<file path="config.mk">
export PLATFORM = sky130hd
export DESIGN_NAME = column_predicate_scan
export DESIGN_NICKNAME = d
export VERILOG_FILES = /design/src/rtl/core/cps_pkg.sv /design/src/rtl/core/cps_regs.sv /design/src/rtl/core/cps_compare.sv /design/src/rtl/core/cps_pack.sv /design/src/rtl/core/column_predicate_scan.sv
export SDC_FILE = /design/constraint.sdc
export NUM_CORES = 1
export LEC_CHECK = 0
export BUFFER_PORTS_ARGS = -buffer_cell sky130_fd_sc_hd__buf_2
export CORE_MARGIN = 2
export CORE_UTILIZATION = 51
export CTS_BUF_LIST = sky130_fd_sc_hd__clkbuf_4 sky130_fd_sc_hd__clkbuf_8
export DETAILED_ROUTE_END_ITERATION = 8
export PLACE_DENSITY = 0.78
export SLEW_MARGIN = 25
export SYNTH_ARGS = -nofsm -noshare
export SYNTH_HDL_FRONTEND = slang
export SYNTH_SLANG_ARGS = --single-unit
export TNS_END_PERCENT = 100
</file>
<file path="constraint.sdc">
create_clock -name i_clk -period 8.18 [get_ports i_clk]
set_input_delay 1.636 -clock i_clk [delete_from_list [all_inputs] [get_ports i_clk]]
set_output_delay 1.636 -clock i_clk [all_outputs]
set_load 0.05 [all_outputs]
</file>
<file path="src/rtl/core/cps_pkg.sv">
`timescale 1ns / 1ps
// shared types and codes for the column predicate scan
// no dependencies; imported by every module of the block
package cps_pkg;

    localparam int CODE_W  = 32;
    localparam int RESULT_W = 64;
    localparam int APB_DW  = 32;
    localparam int APB_AW  = 4;

    localparam logic [2:0] CMP_EQ = 3'd0;
    localparam logic [2:0] CMP_NE = 3'd1;
    localparam logic [2:0] CMP_GT = 3'd2;
    localparam logic [2:0] CMP_LT = 3'd3;
    localparam logic [2:0] CMP_GE = 3'd4;
    localparam logic [2:0] CMP_LE = 3'd5;

    localparam logic [1:0] COMB_SET = 2'd0;
    localparam logic [1:0] COMB_AND = 2'd1;
    localparam logic [1:0] COMB_OR  = 2'd2;

    localparam logic [1:0] REG_COMPARE_OP     = 2'd0;
    localparam logic [1:0] REG_COMBINE_OP     = 2'd1;
    localparam logic [1:0] REG_OPERAND_SOURCE = 2'd2;
    localparam logic [1:0] REG_LITERAL_CODE   = 2'd3;

    typedef struct packed {
        logic [2:0]        compare_op;
        logic [1:0]        combine_op;
        logic              operand_source;
        logic [CODE_W-1:0] literal_code;
    } t_cfg;

endpackage

</file>
<file path="src/rtl/core/cps_regs.sv">
`timescale 1ns / 1ps
// configuration registers behind the apb-style port
// depends on cps_pkg
module cps_regs (
    input  logic                       i_clk,
    input  logic                       i_rst_n,
    input  logic                       i_psel,
    input  logic                       i_penable,
    input  logic                       i_pwrite,
    input  logic [cps_pkg::APB_AW-1:0] i_paddr,
    input  logic [cps_pkg::APB_DW-1:0] i_pwdata,
    output logic [cps_pkg::APB_DW-1:0] o_prdata,
    output cps_pkg::t_cfg              o_cfg
);
    import cps_pkg::*;

    t_cfg       r_cfg;
    logic       w_wr;
    logic [1:0] w_idx;

    assign w_wr  = i_psel && i_penable && i_pwrite;
    assign w_idx = i_paddr[3:2];

    always_ff @(posedge i_clk) begin
        if (!i_rst_n) begin
            r_cfg <= '0;
        end else if (w_wr) begin
            case (w_idx)
                REG_COMPARE_OP:     r_cfg.compare_op     <= i_pwdata[2:0];
                REG_COMBINE_OP:     r_cfg.combine_op     <= i_pwdata[1:0];
                REG_OPERAND_SOURCE: r_cfg.operand_source <= i_pwdata[0];
                REG_LITERAL_CODE:   r_cfg.literal_code   <= i_pwdata[CODE_W-1:0];
                default: ;
            endcase
        end
    end

    always_comb begin
        case (w_idx)
            REG_COMPARE_OP:     o_prdata = APB_DW'(r_cfg.compare_op);
            REG_COMBINE_OP:     o_prdata = APB_DW'(r_cfg.combine_op);
            REG_OPERAND_SOURCE: o_prdata = APB_DW'(r_cfg.operand_source);
            REG_LITERAL_CODE:   o_prdata = APB_DW'(r_cfg.literal_code);
            default:            o_prdata = '0;
        endcase
    end

    assign o_cfg = r_cfg;

endmodule

</file>
<file path="src/rtl/core/cps_compare.sv">
`timescale 1ns / 1ps
// operand select and six-way unsigned comparator, one predicate bit out
// depends on cps_pkg
module cps_compare #(
    parameter int CODE_BITS = 32
) (
    input  cps_pkg::t_cfg              i_cfg,
    input  logic [cps_pkg::CODE_W-1:0] i_column_code,
    input  logic [cps_pkg::CODE_W-1:0] i_other_code,
    input  logic                       i_code_present,
    output logic                       o_bit
);
    import cps_pkg::*;

    localparam int CMP_BITS = (CODE_BITS < CODE_W) ? CODE_BITS : CODE_W;

    logic [CMP_BITS-1:0] w_a;
    logic [CMP_BITS-1:0] w_b;
    logic                w_eq;
    logic                w_lt;
    logic                w_hit;

    assign w_a  = i_column_code[CMP_BITS-1:0];
    assign w_b  = i_cfg.operand_source ? i_other_code[CMP_BITS-1:0]
                                       : i_cfg.literal_code[CMP_BITS-1:0];
    assign w_eq = (w_a == w_b);
    assign w_lt = (w_a < w_b);

    always_comb begin
        case (i_cfg.compare_op)
            CMP_EQ:  w_hit = w_eq;
            CMP_NE:  w_hit = !w_eq;
            CMP_GT:  w_hit = !w_lt && !w_eq;
            CMP_LT:  w_hit = w_lt;
            CMP_GE:  w_hit = !w_lt;
            CMP_LE:  w_hit = w_lt || w_eq;
            default: w_hit = 1'b0;
        endcase
    end

    assign o_bit = i_code_present && w_hit;

endmodule

</file>
<file path="src/rtl/core/cps_pack.sv">
`timescale 1ns / 1ps
// bit packer: msb-first word accumulation, word end detect, combine with prior word
// depends on cps_pkg
module cps_pack #(
    parameter int WORD_BITS = 64
) (
    input  logic                 i_clk,
    input  logic                 i_rst_n,
    input  logic                 i_step,
    input  logic                 i_bit,
    input  logic                 i_code_present,
    input  logic                 i_last,
    input  logic [WORD_BITS-1:0] i_prior_word,
    input  logic [1:0]           i_combine_op,
    output logic                 o_word_end,
    output logic [WORD_BITS-1:0] o_word
);
    import cps_pkg::*;

    localparam int                  POS_BITS = $clog2(WORD_BITS);
    localparam logic [POS_BITS-1:0] POS_TOP  = POS_BITS'(WORD_BITS - 1);

    logic [WORD_BITS-1:0] r_packed;
    logic [POS_BITS-1:0]  r_pos;
    logic                 r_any;
    logic [WORD_BITS-1:0] w_packed;
    logic                 w_any;

    assign w_packed   = r_packed | (WORD_BITS'(i_bit) << (POS_TOP - r_pos));
    assign w_any      = r_any || i_code_present;
    assign o_word_end = (r_pos == POS_TOP) || i_last;

    always_comb begin
        if (!w_any) begin
            o_word = '0;
        end else begin
            case (i_combine_op)
                COMB_AND: o_word = w_packed & i_prior_word;
                COMB_OR:  o_word = w_packed | i_prior_word;
                default:  o_word = w_packed;
            endcase
        end
    end

    always_ff @(posedge i_clk) begin
        if (!i_rst_n) begin
            r_packed <= '0;
            r_pos    <= '0;
            r_any    <= 1'b0;
        end else if (i_step) begin
            if (o_word_end) begin
                r_packed <= '0;
                r_pos    <= '0;
                r_any    <= 1'b0;
            end else begin
                r_packed <= w_packed;
                r_pos    <= r_pos + POS_BITS'(1);
                r_any    <= w_any;
            end
        end
    end

endmodule

</file>
<file path="src/rtl/core/column_predicate_scan.sv">
`timescale 1ns / 1ps
// column predicate scan top level: input register, compare and pack, result register
// depends on cps_pkg, cps_regs, cps_compare, cps_pack
//
//  channel  | handshake                 | payload
//  ---------+---------------------------+-----------------------------------------------
//  input    | i_in_valid / o_in_stall   | column_code, other_code, code_present,
//           |                           | prior_word, last
//  output   | o_out_valid / i_out_stall | result_word, is_final
//  config   | psel/penable/pwrite/pready| paddr, pwdata, prdata
//
// one transaction per cycle sustained unless a closed word waits on a stalled result;
// a word's closing transaction passes the input register, then the result register
// synchronous active-low reset clears the pipeline valids, the packer and the config
// a stalled result holds in the result register; the input register still absorbs one
// transaction and keeps advancing as long as it does not close a word
module column_predicate_scan #(
    parameter int WORD_BITS = 64,
    parameter int CODE_BITS = 32
) (
    input  logic                                i_clk,
    input  logic                                i_rst_n,
    input  logic                                i_in_valid,
    output logic                                o_in_stall,
    input  logic [cps_pkg::CODE_W-1:0]          i_column_code,
    input  logic [cps_pkg::CODE_W-1:0]          i_other_code,
    input  logic                                i_code_present,
    input  logic [cps_pkg::RESULT_W-1:0]        i_prior_word,
    input  logic                                i_last,
    output logic                                o_out_valid,
    input  logic                                i_out_stall,
    output logic [cps_pkg::RESULT_W-1:0]        o_result_word,
    output logic                                o_is_final,
    input  logic                                psel,
    input  logic                                penable,
    input  logic                                pwrite,
    input  logic [cps_pkg::APB_AW-1:0]          paddr,
    input  logic [cps_pkg::APB_DW-1:0]          pwdata,
    output logic [cps_pkg::APB_DW-1:0]          prdata,
    output logic                                pready
);
    import cps_pkg::*;

    t_cfg                 w_cfg;
    logic                 r_s1_valid;
    logic [CODE_W-1:0]    r_col;
    logic [CODE_W-1:0]    r_oth;
    logic                 r_present;
    logic [WORD_BITS-1:0] r_prior;
    logic                 r_last;
    logic                 r_out_valid;
    logic [WORD_BITS-1:0] r_res_word;
    logic                 r_res_final;
    logic                 w_bit;
    logic                 w_word_end;
    logic [WORD_BITS-1:0] w_word;
    logic                 w_out_free;
    logic                 w_s1_adv;
    logic                 w_in_acc;

    assign pready = 1'b1;

    cps_regs u_regs (
        .i_clk     (i_clk),
        .i_rst_n   (i_rst_n),
        .i_psel    (psel),
        .i_penable (penable),
        .i_pwrite  (pwrite),
        .i_paddr   (paddr),
        .i_pwdata  (pwdata),
        .o_prdata  (prdata),
        .o_cfg     (w_cfg)
    );

    assign w_out_free = !r_out_valid || !i_out_stall;
    assign w_s1_adv   = r_s1_valid && (!w_word_end || w_out_free);
    assign o_in_stall = r_s1_valid && !w_s1_adv;
    assign w_in_acc   = i_in_valid && !o_in_stall;

    always_ff @(posedge i_clk) begin
        if (!i_rst_n) begin
            r_s1_valid <= 1'b0;
        end else if (w_in_acc) begin
            r_s1_valid <= 1'b1;
        end else if (w_s1_adv) begin
            r_s1_valid <= 1'b0;
        end
    end

    always_ff @(posedge i_clk) begin
        if (w_in_acc) begin
            r_col     <= i_column_code;
            r_oth     <= i_other_code;
            r_present <= i_code_present;
            r_prior   <= i_prior_word[WORD_BITS-1:0];
            r_last    <= i_last;
        end
    end

    cps_compare #(
        .CODE_BITS (CODE_BITS)
    ) u_compare (
        .i_cfg          (w_cfg),
        .i_column_code  (r_col),
        .i_other_code   (r_oth),
        .i_code_present (r_present),
        .o_bit          (w_bit)
    );

    cps_pack #(
        .WORD_BITS (WORD_BITS)
    ) u_pack (
        .i_clk          (i_clk),
        .i_rst_n        (i_rst_n),
        .i_step         (w_s1_adv),
        .i_bit          (w_bit),
        .i_code_present (r_present),
        .i_last         (r_last),
        .i_prior_word   (r_prior),
        .i_combine_op   (w_cfg.combine_op),
        .o_word_end     (w_word_end),
        .o_word         (w_word)
    );

    always_ff @(posedge i_clk) begin
        if (!i_rst_n) begin
            r_out_valid <= 1'b0;
        end else if (w_s1_adv && w_word_end) begin
            r_out_valid <= 1'b1;
        end else if (!i_out_stall) begin
            r_out_valid <= 1'b0;
        end
    end

    always_ff @(posedge i_clk) begin
        if (w_s1_adv && w_word_end) begin
            r_res_word  <= w_word;
            r_res_final <= r_last;
        end
    end

    assign o_out_valid   = r_out_valid;
    assign o_result_word = RESULT_W'(r_res_word);
    assign o_is_final    = r_res_final;

    a_word_end_emits: assert property (@(posedge i_clk) disable iff (!i_rst_n)
        (w_s1_adv && w_word_end) |=> o_out_valid)
        else $error("closed word did not reach the result register");

    a_stall_cause: assert property (@(posedge i_clk) disable iff (!i_rst_n)
        o_in_stall |-> (r_s1_valid && w_word_end && r_out_valid && i_out_stall))
        else $error("input stalled without a blocked word end");

    a_partial_no_result: assert property (@(posedge i_clk) disable iff (!i_rst_n)
        (w_s1_adv && !w_word_end && !(r_out_valid && i_out_stall)) |=> !o_out_valid)
        else $error("result emitted for a position inside a word");

endmodule

</file>
After elaboration in Yosys (flattened, before gate mapping) --
Index checks and enable logic that the tools add are counted.
Storage, ports and cells: register bits after elaboration 306, bits in latches 0, RAM bits 0, memory bits (read-only) 0, output and inout bits 100, logic and storage cells 74, memories 0
Cells by class: $add $sub $neg 2, multipliers 0, divide/modulo/power cells 0, $lt $le $gt $ge 1, eq/ne operators 13, shift operators 1, multiplexer cells 11, bitwise logic cells 3, reduce and logical (&&, ||, !) cells 27
Operators with widths (number):
- 64-bit OR | 2
- 32-bit case mux with 4 select lines | 1
- 64-bit case mux with 2 select lines | 1
- 64-bit bitwise AND | 1
- 64-bit 2-to-1 mux | 1
- 1-bit by 6-bit left shift with 64-bit output | 1
- 32-bit == test | 1
- 32-bit less-than comparator | 1
- 32-bit 2-to-1 mux | 1
- 1-bit logical AND | 8
- 2-bit AND reduction | 4
- 1-bit logical NOT | 7
- 6-bit by 1-bit adder with 6-bit output, second input constant | 1
- 2-bit == test, second input constant | 3
- 3-bit by 2-bit == test with 1-bit output, second input constant | 2
- 3-bit == test, second input constant | 2
- 6-bit == test, second input constant | 1
- 6-bit 2-to-1 mux | 1
- 1-bit case mux with 6 select lines | 1
- 6-bit subtractor, first input constant | 1
- 1-bit logical OR | 5
- 1-bit 2-to-1 mux | 5
- 2-bit by 1-bit == test with 1-bit output, second input constant | 2
- 3-bit by 1-bit == test with 1-bit output, second input constant | 1
- 4 further kinds | 4

Logic depth before layout (Yosys ltp) --
depth after elaboration 10, mapped depth 15, gate-level depth less buffers 10

Hierarchy --
A second synthesis with hierarchy kept.
Unflattened totals: cell total of the unflattened synthesis 1154, area total of the unflattened synthesis 13767.0 um^2
Modules (own cells, without submodules):
- column_predicate_scan | instances 1, cells an instance 208, area each 5962.0 um^2, sequential area each 5895.7 um^2
- cps_pack | instances 1, cells an instance 608, area each 4847.1 um^2, sequential area each 1421.4 um^2
- cps_regs | instances 1, cells an instance 209, area each 1835.5 um^2, sequential area each 760.7 um^2
- cps_compare | instances 1, cells an instance 129, area each 1122.3 um^2, sequential area each 0.0 um^2

Worst setup path after synthesis --
OpenSTA, ideal clock, no wires.
path kind input-to-reg, start point input i_out_stall, end point register r_col[0] (enable), library setup time 633 ps, arrival time 7725 ps, required time 7547 ps, path slack -179 ps, stages on the path 3, buffers on the path 0, cells stage by stage nand2_1 > nor2_1 > nor2b_1
Between the ends: word-level cells in the longest chain between the ends 8
Ends and longest elaborated chain:
- start, declared | RTL line column_predicate_scan.sv:31 | input logic i_out_stall,
- 1-bit logical NOT
- 1-bit logical OR | RTL line column_predicate_scan.sv:75 | assign w_out_free = !r_out_valid || !i_out_stall;
- 1-bit logical OR | RTL line column_predicate_scan.sv:76 | assign w_s1_adv = r_s1_valid && (!w_word_end || w_out_free);
- 1-bit logical AND | RTL line column_predicate_scan.sv:76
- 1-bit logical NOT | RTL line column_predicate_scan.sv:77 | assign o_in_stall = r_s1_valid && !w_s1_adv;
- 1-bit logical AND | RTL line column_predicate_scan.sv:77
- net o_in_stall | RTL line column_predicate_scan.sv:24 | output logic o_in_stall,
- 1-bit logical NOT | RTL line column_predicate_scan.sv:78 | assign w_in_acc = i_in_valid && !o_in_stall;
- 1-bit logical AND | RTL line column_predicate_scan.sv:78
- net w_in_acc | RTL line column_predicate_scan.sv:59 | logic w_in_acc;
- end signal, assigned | RTL line column_predicate_scan.sv:92 | r_col <= i_column_code;
- end, declared | RTL line column_predicate_scan.sv:46 | logic [CODE_W-1:0] r_col;
The timed path passes the listed nets, and every way through them passes these cells. A chain may end at the register's enable or synchronous reset.

Worst setup path in the final report --
start point register u_regs.r_cfg (netlist bit u_regs.o_cfg[32]), end point register r_res_word[29], in the netlist o_result_word[29] (data pin)
Between the ends: word-level cells in the longest chain between the ends 10, elaborated cells between the ends (all ways) 14, classes of those cells order compare: 1; eq/ne: 1; shift: 1; mux: 3; bitwise: 3; reduce/logical: 5
Ends and longest elaborated chain:
- start, declared | RTL line cps_regs.sv:17 | t_cfg r_cfg;
- 32-bit 2-to-1 mux (*) | RTL line cps_compare.sv:24 | assign w_b = i_cfg.operand_source ? i_other_code[CMP_BITS-1:0]
- 32-bit less-than comparator / 32-bit == test (equally long branches) | RTL line cps_compare.sv:27, cps_compare.sv:26
- 1-bit logical NOT, on equally long branches | RTL line cps_compare.sv:33, cps_compare.sv:35, cps_compare.sv:32
- 1-bit logical AND | RTL line cps_compare.sv:33 | CMP_GT: w_hit = !w_lt && !w_eq;
- 1-bit case mux with 6 select lines (*) | RTL line cps_compare.sv:30 | case (i_cfg.compare_op)
- 1-bit logical AND (*) | RTL line cps_compare.sv:41 | assign o_bit = i_code_present && w_hit;
- 1-bit by 6-bit left shift with 64-bit output (*) | RTL line cps_pack.sv:29 | assign w_packed = r_packed | (WORD_BITS'(i_bit) << (POS_TOP - r_pos));
- 64-bit OR (*) | RTL line cps_pack.sv:29
- 64-bit OR / 64-bit bitwise AND (equally long branches) | RTL line cps_pack.sv:39, cps_pack.sv:38
- 64-bit case mux with 2 select lines (*) | RTL line cps_pack.sv:37 | case (i_combine_op)
- end signal, assigned | RTL line column_predicate_scan.sv:137 | r_res_word <= w_word;
- end, declared | RTL line column_predicate_scan.sv:52 | logic [WORD_BITS-1:0] r_res_word;
Mark *: on every way between the ends. The rest lies on a longest branch, timed or not.

==> results.cfg <==
[drt]
wirelength_met1_um = 13180
routed_via_density = 5.956
wl_met2_um = 17450
wl_met3_um = 3494
routed_wl_um = 35610
dr.first_iter.drc_count = 979
routed.top_layer = met5
vias = 10360
avgRoutedWirePerCell_um = 20.47
ant_nets = 0
dr.pass1.iters = 8
drc_errors = 1

[cts]
cts_hold_buffers = 0
cts_sinks = 306
cts_buffers = 51
h-tree-depth = 2
cts_root_buf = clkbuf_8
post_cts_resized = 0
clock_latency_ns = 0.58
clkTransAtPathRegs_ns = 0.06
clockBufferDepth = 3
post_cts_buffers = 0
cts_tree = done

[floorplanning]
die_x_um = 164.7
ios = 273
coreArea_um2 = 25250
start_util_pct = 52.17
fp.dieH_um = 164.7
die-area_um2 = 27140
fp-row-count = 58

[critical_path]
ff2ff_setup_slack_ns = 3.38
worst-setup-path-type = flop to flop
cp-start-kind = flop
crit_buf_inv = 1
cp_cell_sequence = mux2i_1, ha_1, nand4_1, nor4_2, nand3_1, or2_1, a311oi_4, buf_4, o21ai_1, a211oi_1
slowest_stage = a311oi_4
path_delay_family = compound AO/OA/AOI/OAI gates
cp_slowest_stage_delay_ns = 0.88
endpoint_kind = flop
worstPathRequired_ns = 8.54
arrival_ns = 5.16
crit_fanout = 40

[timing]
relSlewSlack_pct = 26.95
slew_violations = 0
skew_ns = 0.02356
rsz0062_at_grt = no
finalSetupTns_ns = 0
period_minus_slack_ns = 4.801
fmax_mhz = 208.3
hold_viol = 0
setup_viol = 0
post-route-period-util_pct = 58.69
tightest_slew_ns = 1.096

[global_routing]
grt_first_pass_wirelength_um = 53310
gr-usage-all-layers_pct = 25.55
grt_antenna_before_repair = 10
grt_max_degree = 66
grt_overflow = 0
grt_pass1_vias = 10110

[outcome]
run_status = finished with violations
failed_checks = design-rule violations

[run]
drv_cap = 0

[final_layout]
final_common_cell = buf_2
nets = 1573
layout_common_cells = buf_2, edfxtp_1, a21oi_1
area_growth_pct = 20.31
final_core_util_pct = 62.77
drive_gt1_share_pct = 28.05

[synthesis]
synth-edff-count = 195
synthesis.area_um2 = 13180
yosys_warnings = 0
syn_nets = 1332
synth_seq_cells = 306
synthFlopType = edfxtp_1
yosysSeqAreaShare_pct = 61.30
async_flop_share_pct = 0
netlist_instances = 1124
synth_area_per_cell_um2 = 11.72
synthDistinctLibCells = 52

[power]
p_leak_nw = 5.974
peakVddDrop_v = 0.0002095
p_per_area_nw_per_um2 = 213.6

[min_path]
hp-class = flop to flop

[placement]
place_congestion = 0.8451
dp_hpwl_um = 22250
port_buffers = 269
-- report_power, final --
group / internal, mW / switching (mW)
combinational: 0.0624 / 0.126
sequential: 1.69 / 0.0223
clock: 0.867 / 0.618
-- sequential cells by signal, summed over array words and instances, names as in the netlist --
register,flops
r_oth,32
r_last,1
o_out_valid,1
u_pack.r_any,1
r_s1_valid,1
r_prior,64
u_pack.r_packed,64
r_col,32
u_pack.r_pos,6
o_is_final,1
u_regs.o_cfg,38
o_result_word,64
r_present,1
-- kinds of logic (layout without fill, tap and decap cells) --
logic type,after synthesis,after routing,synth area share [%]
AO/OA/AOI/OAI,391,391,19.75
XOR/XNOR,3,3,0.1994
adder cells (fa/ha/maj),35,35,3.324
buffers and inverters,99,383,3.096
flip-flops,306,306,61.30
multiplexers,40,40,3.143
other,1,3,0.02846
AND/OR/NAND/NOR,249,249,9.154
-- per-layer routing --
layer	GRT usage (%)	vias up
met3	6.379	107
met2	43.15	574
met5	0	-
met1	30.81	4866
met4	11.98	10
li1	-	4807
-- per-stage QoR --
step	setup slack (ns)	hold slack (ns)	cell area (µm²)	std cells	total power, mW
3_5_place_dp	3.083	0.4543	14700	1642	1.930
3_3_place_gp	3.222	0.4476	14700	1642	1.925
6_report	3.379	0.4664	15850	1740	3.386
5_1_grt	3.058	0.4786	15850	1738	3.489
4_1_cts	3.063	0.4690	15840	1738	3.399
2_1_floorplan	2.306	0.4270	13180	1124	1.846
-- layout make-up --
| cell class | count | area (µm²) |
|---|---|---|
| fillers | 2042 | 9402 |
| flip-flops and latches | 306 | 8082 |
| multi-input cells | 719 | 4748 |
| repair buffers | 282 | 1444 |
| clock buffers | 78 | 942.2 |
| well taps | 330 | 412.9 |
| clock inverters | 18 | 200.2 |
| inverters | 5 | 18.77 |
| diodes | 2 | 5.005 |
-- synthesized netlist by cell type, drive strengths merged, types with 8 or more instances --
master,instances,share of area (%)
and3,31,1.5
nor2,59,1.7
nand2,88,2.5
clkbuf,75,2.1
or3,8,0.38
dfxtp,111,17
a32o,63,4.8
nand3,10,0.38
nor2b,14,0.66
nand4,9,0.43
buf,19,0.82
o21ai,60,2.3
edfxtp,195,44
o211ai,26,1.5
a21oi,141,5.4
ha,35,3.3
and2,9,0.43
a211oi,47,2.7
mux2i,38,2.9
a21boi,35,2.0
-- worst reg2reg max path, stage by stage, from the launching register on --
cell and delay [ns]:
dfxtp_4 0.74, mux2i_1 0.19, ha_1 0.35, nand4_1 0.22, nor4_2 0.63, nand3_1 0.20, or2_1 0.29, a311oi_4 0.88
buf_4 0.55, o21ai_1 0.16, a211oi_1 0.38
-- worst paths after layout --
kind,startpoint,to,cells after the start
setup reg to reg,u_regs.o_cfg[32],o_result_word[29],10
hold reg to reg,u_pack.r_packed[59],u_pack.r_packed[59],1
hold / removal,u_pack.r_packed[59],u_pack.r_packed[59],1
setup / recovery,u_regs.o_cfg[32],o_result_word[29],10
Note: power is estimated with default switching activity, not from simulation.
